<file path="src/rtl/ccep_pkg.sv">
`timescale 1ns / 1ps
// ----------------------------------------------------------------------------
// ccep_pkg: shared types and constants of the cluster chain extent packer
// Field widths, the end-of-chain mark, parameter defaults and the item types
// that pass between the front end, the command queue and the back end.
// ----------------------------------------------------------------------------
package ccep_pkg;

  // Widths of the input and result fields.
  localparam int CLUSTER_W    = 12;
  localparam int RUN_LEN_W    = 4;
  localparam int SLOT_W       = 3;
  localparam int FRAGMENT_W   = 9;
  localparam int FILL_W       = 4;

  // Width used to work out fragment wrap for any fragment count up to 4096.
  localparam int FRAG_CALC_W  = 13;

  // A FAT12 value at or above this mark ends the chain.
  localparam logic [CLUSTER_W-1:0] END_MARK     = 12'hFF8;
  localparam logic [CLUSTER_W-1:0] LAST_CLUSTER = 12'hFFF;

  // Parameter defaults.
  localparam int DEF_CLUSTERS_PER_FRAGMENT = 8;
  localparam int DEF_MAX_FRAGMENTS         = 512;

  // Depth of the queue between front and back end.
  localparam int QUEUE_DEPTH = 2;
  localparam int QUEUE_PTR_W = 1;
  localparam int QUEUE_CNT_W = 2;

  // One input item.
  typedef struct packed {
    logic [CLUSTER_W-1:0] cluster;
    logic                 first;
  } in_item_t;

  // One result item.
  typedef struct packed {
    logic [CLUSTER_W-1:0]  run_start;
    logic [RUN_LEN_W-1:0]  run_length;
    logic [SLOT_W-1:0]     slot;
    logic [FRAGMENT_W-1:0] fragment;
    logic                  last_run;
  } out_item_t;

  // Classification made by the front end.
  typedef enum logic [1:0] {
    KIND_START,
    KIND_START_EMPTY,
    KIND_VALUE,
    KIND_END
  } cmd_kind_t;

  // Command handed from front end to back end.
  typedef struct packed {
    cmd_kind_t            kind;
    logic [CLUSTER_W-1:0] cluster;
  } cmd_t;

  // Push and pop handshakes around the command queue.
  typedef struct packed {
    logic valid;
    cmd_t cmd;
  } cmd_push_t;

endpackage

</file>
<file path="src/rtl/ccep_if.sv">
`timescale 1ns / 1ps
// ----------------------------------------------------------------------------
// ccep_in_if / ccep_out_if: valid-ready channels of the extent packer
// The input channel carries FAT chain items, the output channel carries
// finished runs. An item moves at a clock edge where valid and ready are high.
// ----------------------------------------------------------------------------
interface ccep_in_if;
  logic               valid;
  logic               ready;
  ccep_pkg::in_item_t data;

  modport source (output valid, output data, input ready);
  modport sink   (input valid, input data, output ready);
endinterface

interface ccep_out_if;
  logic                valid;
  logic                ready;
  ccep_pkg::out_item_t data;

  modport source (output valid, output data, input ready);
  modport sink   (input valid, input data, output ready);
endinterface

</file>
<file path="src/rtl/cluster_chain_extent_packer_core.sv">
`timescale 1ns / 1ps
// ----------------------------------------------------------------------------
// cluster_chain_extent_packer_core: FAT12 cluster chain to extent packer
// Packs a FAT12 cluster chain into runs of consecutive clusters, cut at
// fragment boundaries, and emits each run with its slot and fragment number.
// ----------------------------------------------------------------------------
// The block takes one chain item per clock cycle and keeps that rate as long
// as results are taken. The item that closes a run waits in the two-entry
// command queue behind the classifying front end; its run is then registered
// in the back end, which updates the run state for one command per cycle
// while its result register is empty or being emptied. Items that close no run
// (chain starts, consecutive clusters, values outside a chain) give no result.
// ----------------------------------------------------------------------------
module cluster_chain_extent_packer_core #(
  parameter int CLUSTERS_PER_FRAGMENT = ccep_pkg::DEF_CLUSTERS_PER_FRAGMENT,
  parameter int MAX_FRAGMENTS         = ccep_pkg::DEF_MAX_FRAGMENTS
) (
  input logic        clk,
  input logic        rst,
  ccep_in_if.sink    entry,
  ccep_out_if.source run
);

  ccep_pkg::cmd_push_t push;
  ccep_pkg::cmd_push_t pop;
  logic                push_ready;
  logic                pop_ready;

  // Front end: accept and classify.
  ccep_front u_front (
    .entry      (entry),
    .push       (push),
    .push_ready (push_ready)
  );

  // Command queue.
  ccep_queue u_queue (
    .clk        (clk),
    .rst        (rst),
    .push       (push),
    .push_ready (push_ready),
    .pop        (pop),
    .pop_ready  (pop_ready)
  );

  // Back end: run tracking and results.
  ccep_back #(
    .CLUSTERS_PER_FRAGMENT (CLUSTERS_PER_FRAGMENT),
    .MAX_FRAGMENTS         (MAX_FRAGMENTS)
  ) u_back (
    .clk       (clk),
    .rst       (rst),
    .pop       (pop),
    .pop_ready (pop_ready),
    .run       (run)
  );

endmodule

</file>
<file path="src/rtl/ccep_front.sv">
`timescale 1ns / 1ps
// ----------------------------------------------------------------------------
// ccep_front: input acceptance and classification
// Accepts chain items whenever the command queue has room and sorts each into
// chain start, empty chain, chain value or end of chain.
// ----------------------------------------------------------------------------
module ccep_front (
  ccep_in_if.sink          entry,
  output ccep_pkg::cmd_push_t push,
  input  logic             push_ready
);

  logic is_end;

  // An item is taken whenever the queue can hold it.
  assign entry.ready = push_ready;

  assign is_end = (entry.data.cluster >= ccep_pkg::END_MARK);

  // Classify the item by its first flag and the end-of-chain mark.
  always_comb begin
    push.valid       = entry.valid;
    push.cmd.cluster = entry.data.cluster;
    if (entry.data.first) begin
      push.cmd.kind = is_end ? ccep_pkg::KIND_START_EMPTY : ccep_pkg::KIND_START;
    end else begin
      push.cmd.kind = is_end ? ccep_pkg::KIND_END : ccep_pkg::KIND_VALUE;
    end
  end

endmodule

</file>
<file path="src/rtl/ccep_queue.sv">
`timescale 1ns / 1ps
// ----------------------------------------------------------------------------
// ccep_queue: short command queue between front and back end
// A two-entry FIFO of classified commands so that each side may stall alone.
// ----------------------------------------------------------------------------
module ccep_queue (
  input  logic                clk,
  input  logic                rst,
  input  ccep_pkg::cmd_push_t push,
  output logic                push_ready,
  output ccep_pkg::cmd_push_t pop,
  input  logic                pop_ready
);

  ccep_pkg::cmd_t                       store [ccep_pkg::QUEUE_DEPTH];
  logic [ccep_pkg::QUEUE_PTR_W-1:0]     wr_ptr;
  logic [ccep_pkg::QUEUE_PTR_W-1:0]     rd_ptr;
  logic [ccep_pkg::QUEUE_CNT_W-1:0]     count;
  logic                                 do_push;
  logic                                 do_pop;

  assign push_ready = (count != ccep_pkg::QUEUE_CNT_W'(ccep_pkg::QUEUE_DEPTH));
  assign pop.valid  = (count != '0);
  assign pop.cmd    = store[rd_ptr];

  assign do_push = push.valid && push_ready;
  assign do_pop  = pop.valid && pop_ready;

  // Storage write.
  always_ff @(posedge clk) begin
    if (do_push) begin
      store[wr_ptr] <= push.cmd;
    end
  end

  // Pointers and fill count.
  always_ff @(posedge clk) begin
    if (rst) begin
      wr_ptr <= '0;
      rd_ptr <= '0;
      count  <= '0;
    end else begin
      if (do_push) begin
        wr_ptr <= wr_ptr + 1'b1;
      end
      if (do_pop) begin
        rd_ptr <= rd_ptr + 1'b1;
      end
      if (do_push && !do_pop) begin
        count <= count + 1'b1;
      end else if (do_pop && !do_push) begin
        count <= count - 1'b1;
      end
    end
  end

endmodule

</file>
<file path="src/rtl/ccep_back.sv">
`timescale 1ns / 1ps
// ----------------------------------------------------------------------------
// ccep_back: run tracking and result register
// Holds the chain state, merges consecutive clusters into runs, closes runs at
// gaps, on fragment boundaries and at the end of the chain, and registers each result.
// ----------------------------------------------------------------------------
module ccep_back #(
  parameter int CLUSTERS_PER_FRAGMENT = ccep_pkg::DEF_CLUSTERS_PER_FRAGMENT,
  parameter int MAX_FRAGMENTS         = ccep_pkg::DEF_MAX_FRAGMENTS
) (
  input  logic                clk,
  input  logic                rst,
  input  ccep_pkg::cmd_push_t pop,
  output logic                pop_ready,
  ccep_out_if.source          run
);

  localparam int FragW = (MAX_FRAGMENTS > 1) ? $clog2(MAX_FRAGMENTS) : 1;

  // Chain state.
  logic [ccep_pkg::CLUSTER_W-1:0] prev_cluster, prev_cluster_next;
  logic [ccep_pkg::RUN_LEN_W-1:0] run_count, run_count_next;
  logic [ccep_pkg::SLOT_W-1:0]    slot_index, slot_index_next;
  logic [ccep_pkg::FILL_W-1:0]    clusters_in_fragment, clusters_in_fragment_next;
  logic [FragW-1:0]               fragment_index, fragment_index_next;
  logic                           chain_active, chain_active_next;

  // Result register.
  logic                           out_valid, out_valid_next;
  ccep_pkg::out_item_t            out_data;

  logic                           take;
  logic                           emit;
  logic                           emit_last;
  logic                           consecutive;
  logic                           fragment_full;
  logic [ccep_pkg::CLUSTER_W-1:0] cur_cluster;
  logic [ccep_pkg::FRAG_CALC_W-1:0] frag_ext;
  logic [ccep_pkg::FRAG_CALC_W-1:0] frag_inc;
  ccep_pkg::out_item_t            result;

  assign run.valid = out_valid;
  assign run.data  = out_data;

  // A command is taken when the result register is free or being emptied.
  assign pop_ready = !out_valid || run.ready;
  assign take      = pop.valid && pop_ready;

  assign cur_cluster   = pop.cmd.cluster;
  assign consecutive   = (prev_cluster != ccep_pkg::LAST_CLUSTER) &&
                         (cur_cluster == prev_cluster + 1'b1);
  assign fragment_full = (clusters_in_fragment >=
                          ccep_pkg::FILL_W'(CLUSTERS_PER_FRAGMENT));
  assign frag_ext      = ccep_pkg::FRAG_CALC_W'(fragment_index);
  assign frag_inc      = frag_ext + 1'b1;

  // The open run as a result item.
  always_comb begin
    result.run_start  = prev_cluster - ccep_pkg::CLUSTER_W'(run_count) + 1'b1;
    result.run_length = run_count;
    result.slot       = slot_index;
    result.fragment   = frag_ext[ccep_pkg::FRAGMENT_W-1:0];
    result.last_run   = emit_last;
  end

  // Next chain state for the command being taken.
  always_comb begin
    prev_cluster_next         = prev_cluster;
    run_count_next            = run_count;
    slot_index_next           = slot_index;
    clusters_in_fragment_next = clusters_in_fragment;
    fragment_index_next       = fragment_index;
    chain_active_next         = chain_active;
    emit                      = 1'b0;
    emit_last                 = 1'b0;
    if (take) begin
      unique case (pop.cmd.kind)
        ccep_pkg::KIND_START: begin
          prev_cluster_next         = cur_cluster;
          run_count_next            = ccep_pkg::RUN_LEN_W'(1);
          slot_index_next           = '0;
          clusters_in_fragment_next = ccep_pkg::FILL_W'(1);
          fragment_index_next       = '0;
          chain_active_next         = 1'b1;
        end
        ccep_pkg::KIND_START_EMPTY: begin
          prev_cluster_next         = '0;
          run_count_next            = '0;
          slot_index_next           = '0;
          clusters_in_fragment_next = '0;
          fragment_index_next       = '0;
          chain_active_next         = 1'b0;
        end
        ccep_pkg::KIND_END: begin
          if (chain_active) begin
            emit                      = 1'b1;
            emit_last                 = 1'b1;
            prev_cluster_next         = '0;
            run_count_next            = '0;
            slot_index_next           = '0;
            clusters_in_fragment_next = '0;
            fragment_index_next       = '0;
            chain_active_next         = 1'b0;
          end
        end
        ccep_pkg::KIND_VALUE: begin
          if (chain_active) begin
            if (fragment_full) begin
              // Fragment full: close the run and move to the next fragment.
              emit                      = 1'b1;
              slot_index_next           = '0;
              clusters_in_fragment_next = ccep_pkg::FILL_W'(1);
              prev_cluster_next         = cur_cluster;
              run_count_next            = ccep_pkg::RUN_LEN_W'(1);
              if (frag_inc >= ccep_pkg::FRAG_CALC_W'(MAX_FRAGMENTS)) begin
                fragment_index_next = '0;
              end else begin
                fragment_index_next = FragW'(frag_inc);
              end
            end else begin
              clusters_in_fragment_next = clusters_in_fragment + 1'b1;
              prev_cluster_next         = cur_cluster;
              if (consecutive) begin
                run_count_next = run_count + 1'b1;
              end else begin
                // Gap in the chain: close the run and open a new one.
                emit            = 1'b1;
                slot_index_next = slot_index + 1'b1;
                run_count_next  = ccep_pkg::RUN_LEN_W'(1);
              end
            end
          end
        end
        default: begin
        end
      endcase
    end
    out_valid_next = emit ? 1'b1 : (run.ready ? 1'b0 : out_valid);
  end

  // Control state.
  always_ff @(posedge clk) begin
    if (rst) begin
      prev_cluster         <= '0;
      run_count            <= '0;
      slot_index           <= '0;
      clusters_in_fragment <= '0;
      fragment_index       <= '0;
      chain_active         <= 1'b0;
      out_valid            <= 1'b0;
    end else begin
      prev_cluster         <= prev_cluster_next;
      run_count            <= run_count_next;
      slot_index           <= slot_index_next;
      clusters_in_fragment <= clusters_in_fragment_next;
      fragment_index       <= fragment_index_next;
      chain_active         <= chain_active_next;
      out_valid            <= out_valid_next;
    end
  end

  // Result payload.
  always_ff @(posedge clk) begin
    if (emit) begin
      out_data <= result;
    end
  end

endmodule

</file>
<file path="src/flat_wrapper.sv">
// flat-port wrapper written by rule: the top's interface ports become plain ports
module cluster_chain_extent_packer_core_flat 
#(
  parameter int CLUSTERS_PER_FRAGMENT = ccep_pkg::DEF_CLUSTERS_PER_FRAGMENT,
  parameter int MAX_FRAGMENTS         = ccep_pkg::DEF_MAX_FRAGMENTS
)
  (clk, rst, entry_valid, entry_data, entry_ready, run_valid, run_data, run_ready);
  ccep_in_if entry_i ();
  ccep_out_if run_i ();
  input logic clk;
  input logic rst;
  input wire logic [$bits(entry_i.valid)-1:0] entry_valid;
  input wire logic [$bits(entry_i.data)-1:0] entry_data;
  output wire logic [$bits(entry_i.ready)-1:0] entry_ready;
  output wire logic [$bits(run_i.valid)-1:0] run_valid;
  output wire logic [$bits(run_i.data)-1:0] run_data;
  input wire logic [$bits(run_i.ready)-1:0] run_ready;
  assign entry_i.valid = entry_valid;
  assign entry_i.data = entry_data;
  assign entry_ready = entry_i.ready;
  assign run_valid = run_i.valid;
  assign run_data = run_i.data;
  assign run_i.ready = run_ready;
  cluster_chain_extent_packer_core #(.CLUSTERS_PER_FRAGMENT(CLUSTERS_PER_FRAGMENT), .MAX_FRAGMENTS(MAX_FRAGMENTS)) u_core (.clk(clk), .rst(rst), .entry(entry_i), .run(run_i));
endmodule
</file>
<file path="config.mk">
export PLATFORM = sky130hd
export DESIGN_NAME = cluster_chain_extent_packer_core_flat
export DESIGN_NICKNAME = d
export VERILOG_FILES = /design/src/rtl/ccep_pkg.sv /design/src/rtl/ccep_if.sv /design/src/rtl/cluster_chain_extent_packer_core.sv /design/src/rtl/ccep_front.sv /design/src/rtl/ccep_queue.sv /design/src/rtl/ccep_back.sv /design/src/flat_wrapper.sv
export SDC_FILE = /design/constraint.sdc
export NUM_CORES = 1
export LEC_CHECK = 0
export BUFFER_PORTS_ARGS = -buffer_cell sky130_fd_sc_hd__buf_2
export CORE_AREA = 4 4 97 145
export DETAILED_ROUTE_END_ITERATION = 10
export DIE_AREA = 0 0 101 149
export PLACE_DENSITY_LB_ADDON = 0.25
export SYNTH_ARGS = -nofsm -noshare
export SYNTH_HDL_FRONTEND = slang
export SYNTH_SLANG_ARGS = --single-unit
</file>
<file path="constraint.sdc">
create_clock -name clk -period 3.65 [get_ports clk]
set_input_delay 0.1825 -clock clk [delete_from_list [all_inputs] [get_ports clk]]
set_output_delay 0.1825 -clock clk [all_outputs]
set_load 0.05 [all_outputs]
</file>
# ---- Word level (Yosys, flattened, before mapping)
# Memory sizes are Yosys's and may differ from the RTL's. A register that Yosys moved wholly into a read port is not among the register bits.
# Cells that the tools add are included.
# W data, S select, Z words.
dict set report word_totals {
  ff_bits 67
  mem_bits_rw 28
  out_inout_bits 31
  memories 1
}
# name depth width rd rd_clocked_by_memory_dff wr line_no
set mem_list {}
lappend mem_list {u_core.u_queue.store 2 14 1 1 1 ccep_queue.sv:15} ;# ccep_pkg::cmd_t store [ccep_pkg::QUEUE_DEPTH];
dict set report op_classes {
  addsub 11
  n_lt_le_gt_ge 3
  eq_ne 10
  n_mux 39
  n_reduce_logical 21
}
# operator n
set op_table {}
lappend op_table {{$pmux W12 S4} 1}
lappend op_table {{$mux W9} 4}
lappend op_table {{$pmux W4 S4} 2}
lappend op_table {{$pmux W9 S3} 1}
lappend op_table {{$add A12 B1 Y12 const B} 2}
lappend op_table {{$mux W12} 2}
lappend op_table {{$mux W4} 6}
lappend op_table {{$mux W1} 13}
lappend op_table {{$eq A12 B12 Y1} 1}
lappend op_table {{$ge A12 B12 Y1 const B} 1}
lappend op_table {{$mux W3} 4}
lappend op_table {{$ne A12 B12 Y1 const B} 1}
lappend op_table {{$sub A12 B4 Y12} 1}
lappend op_table {{$add A9 B1 Y10 const B} 1}
lappend op_table {{$ge A10 B10 Y1 const B} 1}
lappend op_table {{$pmux W3 S3} 1}
lappend op_table {{$add A4 B1 Y4 const B} 2}
lappend op_table {{$ne A2 B2 Y1 const B} 4}
lappend op_table {{$reduce_and A4 Y1} 2}
lappend op_table {{$reduce_bool A2 Y1} 4}
lappend op_table {{$mux W2} 3}
lappend op_table {{$logic_and A1 B1 Y1} 5}
lappend op_table {{$eq A2 B2 Y1 const B} 2}
lappend op_table {{$ge A4 B4 Y1 const B} 1}
lappend op_table {{other kinds (13)} 19}

# ---- Longest topological paths before layout
dict set report logic_depth {
  word_depth 9
  ltp_mapped 13
}

# ---- Cells and area by module
# From an unflattened synthesis, not the netlist that was laid out.
dict set report hier_totals {
  cells_unflattened 429
  area_unflattened_um2 4735.8
}
# module n_inst cells_each area_each_um2 seq_area_each_um2
set modules_own_cells {}
lappend modules_own_cells {ccep_back 1 342 3368.2 1551.5}
lappend modules_own_cells {ccep_queue 1 67 1226.2 940.9}
lappend modules_own_cells {ccep_front 1 20 141.4 0.0}

# ---- Least setup slack after synthesis
# OpenSTA, ideal clock, no wires.
dict set report synth_path {
  path_kind {register -> register}
  startpoint {register u_core.u_back.prev_cluster[0] in the netlist's numbering}
  endpoint {register u_core.u_back.out_data, in the netlist u_core.u_back.run.data[0] (enable)}
  arrival_ns 2.542
  required_time_ns 3.266
  path_slack_ns 0.724
  path_stages_with_launch 9
  n_path_buf 0
  period_less_slack_ns 2.926
  path_cell_list {dfxtp_1 ha_1 xor2_1 xnor2_1 or4_4 nor4_4 or4b_4 o21bai_1 inv_1}
}
dict set report synth_between {
  elab_chain_cells 8
  word_cells_on_any_way 9
}
# item line_no
set synth_rtl {}
lappend synth_rtl {{start, declared} ccep_back.sv:21} ;# logic [ccep_pkg::CLUSTER_W-1:0] prev_cluster, prev_cluster_next;
lappend synth_rtl {{start signal, assigned} ccep_back.sv:152} ;# prev_cluster <= prev_cluster_next;
lappend synth_rtl {{$add A12 B1 Y12} ccep_back.sv:51} ;# (cur_cluster == prev_cluster + 1'b1);
lappend synth_rtl {{$eq A12 B12 Y1} ccep_back.sv:51}
lappend synth_rtl {{$logic_and A1 B1 Y1 (*)} ccep_back.sv:50} ;# assign consecutive = (prev_cluster != ccep_pkg::LAST_CLUSTER) &&
lappend synth_rtl {{$mux W1 (*)} ccep_back.sv:123} ;# if (consecutive) begin
lappend synth_rtl {{$mux W1 (*)} ccep_back.sv:108} ;# if (fragment_full) begin
lappend synth_rtl {{$mux W1 (*)} ccep_back.sv:107} ;# if (chain_active) begin
lappend synth_rtl {{$pmux W1 S2 (*)} ccep_back.sv:77} ;# unique case (pop.cmd.kind)
lappend synth_rtl {{$mux W1 (*)} ccep_back.sv:76} ;# if (take) begin
lappend synth_rtl {{named net u_core.u_back.emit} ccep_back.sv:33} ;# logic emit;
lappend synth_rtl {{end signal, assigned} ccep_back.sv:165} ;# out_data <= result;
lappend synth_rtl {{end, declared} ccep_back.sv:30} ;# ccep_pkg::out_item_t out_data;
# Mark *: on every way through the listed nets, which the timed path passes. The rest lies on a longest branch.
# A chain may end at the register's enable or synchronous reset.

==> reports/summary.txt <==
layout cells sized above 1 = 17.52%
routed wire length = 8770 µm
critical path class = register to register
first-pass GRT wire length = 14,870 µm
Synth Flop Type = edfxtp_1
Power Dens Cells = 709.4 mW/mm²
clock skew = 0.01130 ns
Die Y = 149 µm
TritonCTS clock tree = yes
cts repair resizes = 0
clk sinks = 96
Setup crit end kind = register
Startpoint Class = register
CP arrival = 3.17 ns
vias in the first global route = 3,131
DRC = 0
Setup Buffers After CTS = 0
endpoints failing setup = 0
Max FO, Critical Path = 29
Layout area overhead = 14.27%
DP HPWL = 6502 µm
Mapped Nets = 460
Site Rows = 51
Slew Limit Fails = 0
register bit total from synthesis = 96
port bufs = 47
asr flop ratio synth = 0%
Tightest Pin Transition = 1.139 ns
I/O pin cnt = 48
gpl congestion = 0.8066
Core Area = 0.01283 mm²
TritonCTS Buffers = 9
Highest Signal Layer = met4
internal power = 2.401 mW
Slew headroom = 23.76%
Initial Util = 36.56%
CTS H-tree depth = 3
Remaining Overflow, GRT = 0
die area = 0.01505 mm²
WL per Instance = 13.99 µm
leakage = 2.012 nW
EDFF count, synth = 57
maximum achievable frequency = 0.3218 GHz
Die W = 101 µm
register area share after synthesis = 53.15%
clock power share = 24.3%
root buffer cell = clkbuf_16
Vias = 3,127
total track usage = 12.38%
Post-Syn Instances = 414
WP data required = 3.71 ns
Final ANT Viol Nets = 0
Hold WC Path Type = input pin to register
clk_lat worst skew = 0.34 ns
largest net degree at the start of global routing = 36
final worst slack = 0.5427 ns
Cell variety after synth = 52
final net count = 509
Avg Cell Area, Syn = 11.33 µm²
RSZ-0062 raised after global routing = false
P_sw = 1.400 mW
wl on met1 = 3798 µm
DR vias/cell = 4.987
post-route minimum period = 3.107 ns
Reg clk slew, reported paths = 0.07 ns
DRT Pass-1 Iters = 6
final hold vios = 0
WL met2 = 4496 µm
Core Util, Final = 41.78%
peak supply drop = 321.5 µV
setup TNS = 0 ns
Bufs on Longest Clock Path = 2
Flop pwr share = 39.1%
Met3 Routed Length = 310 µm
CTS Hold Bufs = 0
DR iter-0 viols = 174
max cap viols = 0
Switching Share = 36.84%
period utilization = 85.13%
Ys Warns = 0
antenna violations before repair = 0
Logic pwr share = 36.6%
pre-CTS worst setup slack = 0.5605 ns
ANT cells = 0
synthesized area = 0.004689 mm²
status = finished clean
layer usage:
layer | vias up | global-route usage, %
li1 | 1585 | -
met1 | 1478 | 14.34
met2 | 53 | 21.54
met3 | 11 | 2.901
met4 | 0 | 5.389
met5 | - | 0
through the flow:
step	hold slack, ns	power (mW)	instance area, µm²	instances
after global routing	0.01991	4.064	5359	627
after detailed placement	0.3775	2.913	5064	611
after global placement	0.3758	2.878	5064	611
after CTS	0.01476	3.845	5359	627
final	0.02804	3.801	5359	627
after floorplan	0.2814	2.650	4690	414
final cells by class:
cell class | instances | area [µm²]
Clock inverter | 7 | 70.07
Fill cell | 1222 | 7467
Sequential cell | 96 | 2492
Tap cell | 159 | 198.9
Clock buffer | 9 | 225.2
Inverter | 29 | 108.9
Timing Repair Buffer | 52 | 285.3
Multi-Input combinational cell | 275 | 1978
final timing paths:
path                                from                    endpoint  slack, ns  cells past startpoint
max                             register  u_core.u_back.run.data[23]       0.54                      9
min                        entry_data[3]  u_core.u_queue.store[0][2]       0.03                      1
min reg2reg  u_core.u_back.slot_index[1]  u_core.u_back.run.data[11]       0.47                      0
max reg2reg                     register  u_core.u_back.run.data[23]       0.54                      9
state kept, by name (all words and copies together), names as in the netlist, named ones only:
name and flops:
u_core.u_back.prev_cluster 12, u_core.u_back.chain_active 1, u_core.u_back.run.valid 1, u_core.u_queue.rd_ptr 1, u_core.u_back.run_count 4, u_core.u_queue.count 2
u_core.u_back.slot_index 3, u_core.u_back.clusters_in_fragment 4, u_core.u_back.fragment_index 9, u_core.u_queue.wr_ptr 1, u_core.u_back.run.data 29, u_core.u_queue.store 28
synthesized netlist by cell type (2+ instances only):
cell | count | area, µm²
a211oi_1 | 2 | 15.01
a21o_1 | 3 | 22.52
a21oi_1 | 30 | 150.1
buf_2 | 2 | 10.01
clkbuf_1 | 6 | 22.52
clkbuf_8 | 4 | 55.05
dfxtp_1 | 39 | 780.8
edfxtp_1 | 57 | 1712
ha_1 | 28 | 350.3
inv_1 | 29 | 108.9
mux2i_1 | 16 | 160.2
mux2i_2 | 3 | 41.29
nand2_1 | 15 | 56.30
nand2b_1 | 6 | 37.54
nand3_1 | 14 | 70.07
nand3b_1 | 2 | 15.01
nand4_1 | 6 | 37.54
nand4b_1 | 2 | 17.52
nor2_1 | 40 | 150.1
nor2b_1 | 2 | 12.51
nor3_1 | 21 | 105.1
nor4_1 | 3 | 18.77
o21a_1 | 3 | 22.52
o21ai_0 | 15 | 75.07
o21bai_1 | 3 | 22.52
o311a_1 | 2 | 20.02
o311ai_0 | 2 | 17.52
or3_1 | 6 | 37.54
xnor2_1 | 17 | 148.9
xor2_1 | 14 | 122.6
placed cells by master, fill, tap and decap left out, types with 3 or more instances in the layout:
master	netlist	routed
o21ai_0	15	15
a21o_1	3	3
nor3_1	21	21
xnor2_1	17	17
edfxtp_1	57	57
inv_6	0	4
nor2_1	40	40
nand2_1	15	15
a21oi_1	30	30
nand2b_1	6	6
nand3_1	14	14
xor2_1	14	14
ha_1	28	28
mux2i_1	16	16
nor4_1	3	3
o21bai_1	3	3
buf_2	2	47
o21a_1	3	3
clkbuf_16	0	9
or3_1	6	6
buf_4	0	4
nand4_1	6	6
dfxtp_1	39	39
mux2i_2	3	3
inv_1	29	29
power groups by stage:
stage / Combinational [mW] / Clock, mW / Sequential [mW]
2_1_floorplan: 1.09 / 0 / 1.56
3_3_place_gp: 1.37 / 0 / 1.51
3_5_place_dp: 1.40 / 0 / 1.51
4_1_cts: 1.40 / 0.953 / 1.49
5_1_grt: 1.55 / 1.00 / 1.51
6_report: 1.39 / 0.923 / 1.49
cells by family after synthesis:
kind of cell | Yosys count | synth area share (%)
flops | 96 | 53.15
mux | 20 | 4.536
fa+ha+maj | 29 | 7.898
simple gates | 126 | 14.41
xor+xnor | 32 | 6.270
compound gates | 68 | 8.991
buf+inv | 43 | 4.749
critical path: stages (launching register included):
cell and delay (ns):
dfxtp_1 0.62, buf_12 0.20, mux2i_1 0.34, xnor3_1 0.28, nor3_1 0.25, nor2_1 0.09, or4b_4 0.53, o21bai_1 0.20
inv_1 0.06, buf_4 0.25
Power figures use the tool's default switching activity.
